### config.mk
export PLATFORM = sky130hd
export DESIGN_NAME = lps_ram
export DESIGN_NICKNAME = d
export VERILOG_FILES = /design/src/sv/lps_ram.sv
export SDC_FILE = /design/constraint.sdc
export NUM_CORES = 1
export LEC_CHECK = 0
export BUFFER_PORTS_ARGS = -buffer_cell sky130_fd_sc_hd__buf_4
export CORE_ASPECT_RATIO = 1.5
export CORE_MARGIN = 5
export CORE_UTILIZATION = 30
export CTS_CLUSTER_SIZE = 20
export DETAILED_ROUTE_END_ITERATION = 10
export GPL_TIMING_DRIVEN = 1
export PLACE_DENSITY = 0.48
export RECOVER_POWER = 50
export SYNTH_ARGS = -nofsm -noshare
export SYNTH_HDL_FRONTEND = slang
export SYNTH_SLANG_ARGS = --single-unit
### constraint.sdc
create_clock -name clk -period 1.8 [get_ports clk]
set_input_delay 0.36 -clock clk [delete_from_list [all_inputs] [get_ports clk]]
set_output_delay 0.36 -clock clk [all_outputs]
set_load 0.01 [all_outputs]
### src/sv/lps_ram.sv
// Generic simple dual-port RAM for the LED pattern sequencer: one write port,
// one read port with registered read data. No dependencies.
`timescale 1ns / 1ps
`default_nettype none

module lps_ram #(
  parameter int WIDTH = 8,
  parameter int DEPTH = 16,
  parameter int ADDR_W = (DEPTH > 1) ? $clog2(DEPTH) : 1
) (
  input  wire logic              clk,
  input  wire logic              we,
  input  wire logic [ADDR_W-1:0] waddr,
  input  wire logic [WIDTH-1:0]  wdata,
  input  wire logic              re,
  input  wire logic [ADDR_W-1:0] raddr,
  output logic      [WIDTH-1:0]  rdata
);

  logic [WIDTH-1:0] mem [DEPTH];

  // Write port
  always_ff @(posedge clk) begin
    if (we) begin
      mem[waddr] <= wdata;
    end
  end

  // Registered read, hold data when idle
  always_ff @(posedge clk) begin
    if (re) begin
      rdata <= mem[raddr];
    end
  end

endmodule

`default_nettype wire

### Yosys cells after proc, flatten, opt, wreduce, memory -nomap -nowiden

Memory sizes are Yosys's and may differ from the RTL's. A register that Yosys moved wholly into a read port is not among the register bits.
Cells that the tools add are included.

* register bits: 0
* RAM bits: 128
* output and inout bits: 8
* logic and storage cells: 3
* memories kept: 1

Memory list
* mem: words 16, bits a word 8, read ports 1, clocked after memory_dff 1, write ports 1, RTL line 20 `logic [WIDTH-1:0] mem [DEPTH];`

* muxes and demuxes: 2

Operator list (number)
* 2-to-1 mux 1 bit: 2

### Depth between registers and ports, before layout

* depth in word-level cells: 2
* gate-level depth with buffers: 5
* mapped depth without buffers: 3

### Worst setup path after synthesis

Ideal clock, no wire load.

* path type: input to register
* from: input waddr[2]
* to: memory mem[0][0], enable pin
* data arrival time: 1.470 ns
* data required time: 1.417 ns
* setup slack: -0.053 ns
* cell stages on the path: 2
* path buffers: 0
* cells stage by stage: or3b_2 -> nor3_1

RTL lines
* start: declaration: RTL line 13 `input wire logic [ADDR_W-1:0] waddr,`
* end: declaration: RTL line 20

No word-level cell before the write port.

==> impl_metrics.json <==
{
  "run_status": "finished clean",
  "synth_area_leader_cell": "sky130_fd_sc_hd__edfxtp_1",
  "critical_path.startpoint_type": "flop",
  "grt_start_max_net_pins": 17,
  "synth.yosys.warnings": 0,
  "synth_seq_area_share_pct": 78.1,
  "worst_pin_slew_ns": 0.817,
  "critical-path-slowest-cell": "sky130_fd_sc_hd__mux4_1",
  "min_period_ns": 1.48,
  "critPathMaxStageDelay_ns": 0.55,
  "dr_total_vias": 2456,
  "critical_path_peak_fanout": 1,
  "core-area_um2": 17300,
  "postSynthRegisterBits": 136,
  "timing.setup.critical_path_class": "reg -> reg",
  "min-delay-path-class": "in -> reg",
  "track_usage_pct": 11.5,
  "final_cell_area_um2": 6400,
  "synth.top_cells.by_area": "sky130_fd_sc_hd__edfxtp_1 (78%), sky130_fd_sc_hd__mux4_2 (7.8%), sky130_fd_sc_hd__mux4_1 (7.0%)",
  "first_iter_violations": 171,
  "routedWlPerCell_um": 21.1,
  "num_rows": 59,
  "port_buffers": 26,
  "post_cts_setup_buffer_count": 0,
  "fin_nets": 311,
  "max-slew-margin-rel_pct": 45.4,
  "fillCellCount": 1613,
  "netlist_area_before_placement_um2": 5230,
  "die_area_um2": 20200,
  "cellPowerDensity_nw_per_um2": 1130,
  "grt_first_pass_wirelength_um": 16700,
  "detailedPlace.worstSlack_ns": -0.0642,
  "netlist_instances": 229,
  "cts_num_sinks": 136,
  "mostFrequentLayoutCell": "sky130_fd_sc_hd__edfxtp_1",
  "dpl-instance-area_um2": 5880,
  "rsz0062_at_grt": "no",
  "routed_via_density": 4.74,
  "synth_top_area_share_pct": 78.1,
  "final.hold.worst_slack_ns": 0.447,
  "leakagePower_uw": 0.00212,
  "post_cts.resized_instances": 0,
  "die_width_um": 118,
  "initial_utilization_pct": 30.3,
  "post_synth.cell_area_avg_um2": 22.8,
  "drc": 0,
  "drive_gt1_share_pct": 29.5,
  "number_of_global_route_vias_before_repair": 2679,
  "skew_ns": 0.00833,
  "totalPowerFinal_uw": 7210,
  "clkTransAtPathRegs_ns": 0.06,
  "die_height_um": 172,
  "globalRoute.totalOverflow": 0,
  "cts_inserted_buffers": 17,
  "area.growth.synth_to_final_pct": 22.4,
  "synth_cell_type_count": 18,
  "insertion_delay_ns": 0.41,
  "peak_freq_mhz": 674,
  "tritoncts_clock_tree": "yes",
  "cts.path.max_buffers": 2,
  "clock_tree.root_cell": "sky130_fd_sc_hd__clkbuf_16",
  "element_type_at_the_critical_path_end": "flop",
  "multi_input_area_um2": 1060,
  "drt_pass1_iterations": 6,
  "seqCellArea_um2": 4080,
  "final_cell_mix": "sky130_fd_sc_hd__edfxtp_1 (136), sky130_fd_sc_hd__buf_4 (37), sky130_fd_sc_hd__mux4_2 (18), sky130_fd_sc_hd__clkbuf_16 (17), sky130_fd_sc_hd__a22oi_1 (16)",
  "max-vdd-ir-drop_mv": 0.518,
  "gp_congestion": 0.724,
  "layout_worst_path_cycle_share_pct": 82.4,
  "final_core_utilization_pct": 37.0,
  "synth_nets": 248,
  "wirelength_um": 10900,
  "postCtsHoldBufs": 0,
  "crit_path_cell_trace": "mux4_1 > a22oi_1 > nand2_1",
  "cap_violations": 0,
  "setup_ws_ns": 0.316,
  "worst_ep_required_time_ns": 1.96,
  "place.detailed.hpwl_um": 7640,
  "grt_antenna_before_repair": 0,
  "top_level_ports": 27,
  "cts_htree_levels": 4,
  "detail-route-antenna-nets": 0,
  "arrival_ns": 1.64,
  "antenna_cells_inserted": 0,
  "finalHoldViolations": 0,
  "setup_violations": 0,
  "slew_viol_final": 0
}
-- critical path: cells and delay by family (launching register included) --
| kind | cells | cell delay, ns |
|---|---|---|
| muxes | 1 | 0.55 |
| DFF | 1 | 0.37 |
| AOI/OAI and AO/OA | 1 | 0.22 |
| and+or+nand+nor | 1 | 0.09 |
-- report_power, final --
group          total [µW]  switching [µW]  internal [µW]
Combinational         364             197            167
Clock                3260            1250           2010
Sequential           3590            18.6           3570
-- metrics by stage --
step,std cells,TNS (ns)
after global routing,518,0
after CTS,518,0
final,518,0
after detailed placement,486,-0.176
after global placement,486,-0.129
after floorplan,229,0
-- registers in the layout, indices dropped and copies added, names as in the netlist --
register	count
mem	128
rdata	8
-- per-layer routing --
metal  GRT usage (%)  part of all wire, %  vias to the layer above
met2            20.6                   55                       51
met1            12.8                   40                     1285
met5               0                    0                        -
li1                -                    -                     1110
met3            3.16                  3.5                       10
met4            4.79                  1.6                        0
-- final timing paths --
kind / from / endpoint / cells after the start / slack (ns)
max: mem[5][3] / rdata[3] / 3 / 0.32
min: re / rdata[3] / 1 / 0.45
max reg2reg: mem[5][3] / rdata[3] / 3 / 0.32
min reg2reg: mem[13][1] / rdata[1] / 3 / 0.75
-- area by class of cell --
type	count	share of cell area [%]
clock buffers	18	6.71
clock inverters	14	2.09
multi-input cells	83	16.6
flip-flops and latches	136	63.8
well taps	213	4.17
repair buffers	54	6.61
-- cells by family after synthesis --
| logic type | synth area share, % |
|---|---|
| AO/OA/AOI/OAI | 2.30 |
| buffers and inverters | 1.65 |
| flip-flops | 78.1 |
| multiplexers | 14.8 |
| AND/OR/NAND/NOR | 3.14 |
-- synth_stat cells --
master / number
sky130_fd_sc_hd__a22oi_1: 16
sky130_fd_sc_hd__and2_1: 1
sky130_fd_sc_hd__and2b_1: 1
sky130_fd_sc_hd__buf_2: 3
sky130_fd_sc_hd__buf_4: 1
sky130_fd_sc_hd__buf_6: 3
sky130_fd_sc_hd__clkdlybuf4s25_2: 3
sky130_fd_sc_hd__edfxtp_1: 136
sky130_fd_sc_hd__mux4_1: 14
sky130_fd_sc_hd__mux4_2: 18
sky130_fd_sc_hd__nand2_1: 9
sky130_fd_sc_hd__nand2b_1: 2
sky130_fd_sc_hd__nand3_1: 1
sky130_fd_sc_hd__nand3b_1: 2
sky130_fd_sc_hd__nor2_1: 13
sky130_fd_sc_hd__nor2b_1: 1
sky130_fd_sc_hd__nor3_1: 4
sky130_fd_sc_hd__or3b_2: 1
(Power assumes the default switching activity.)
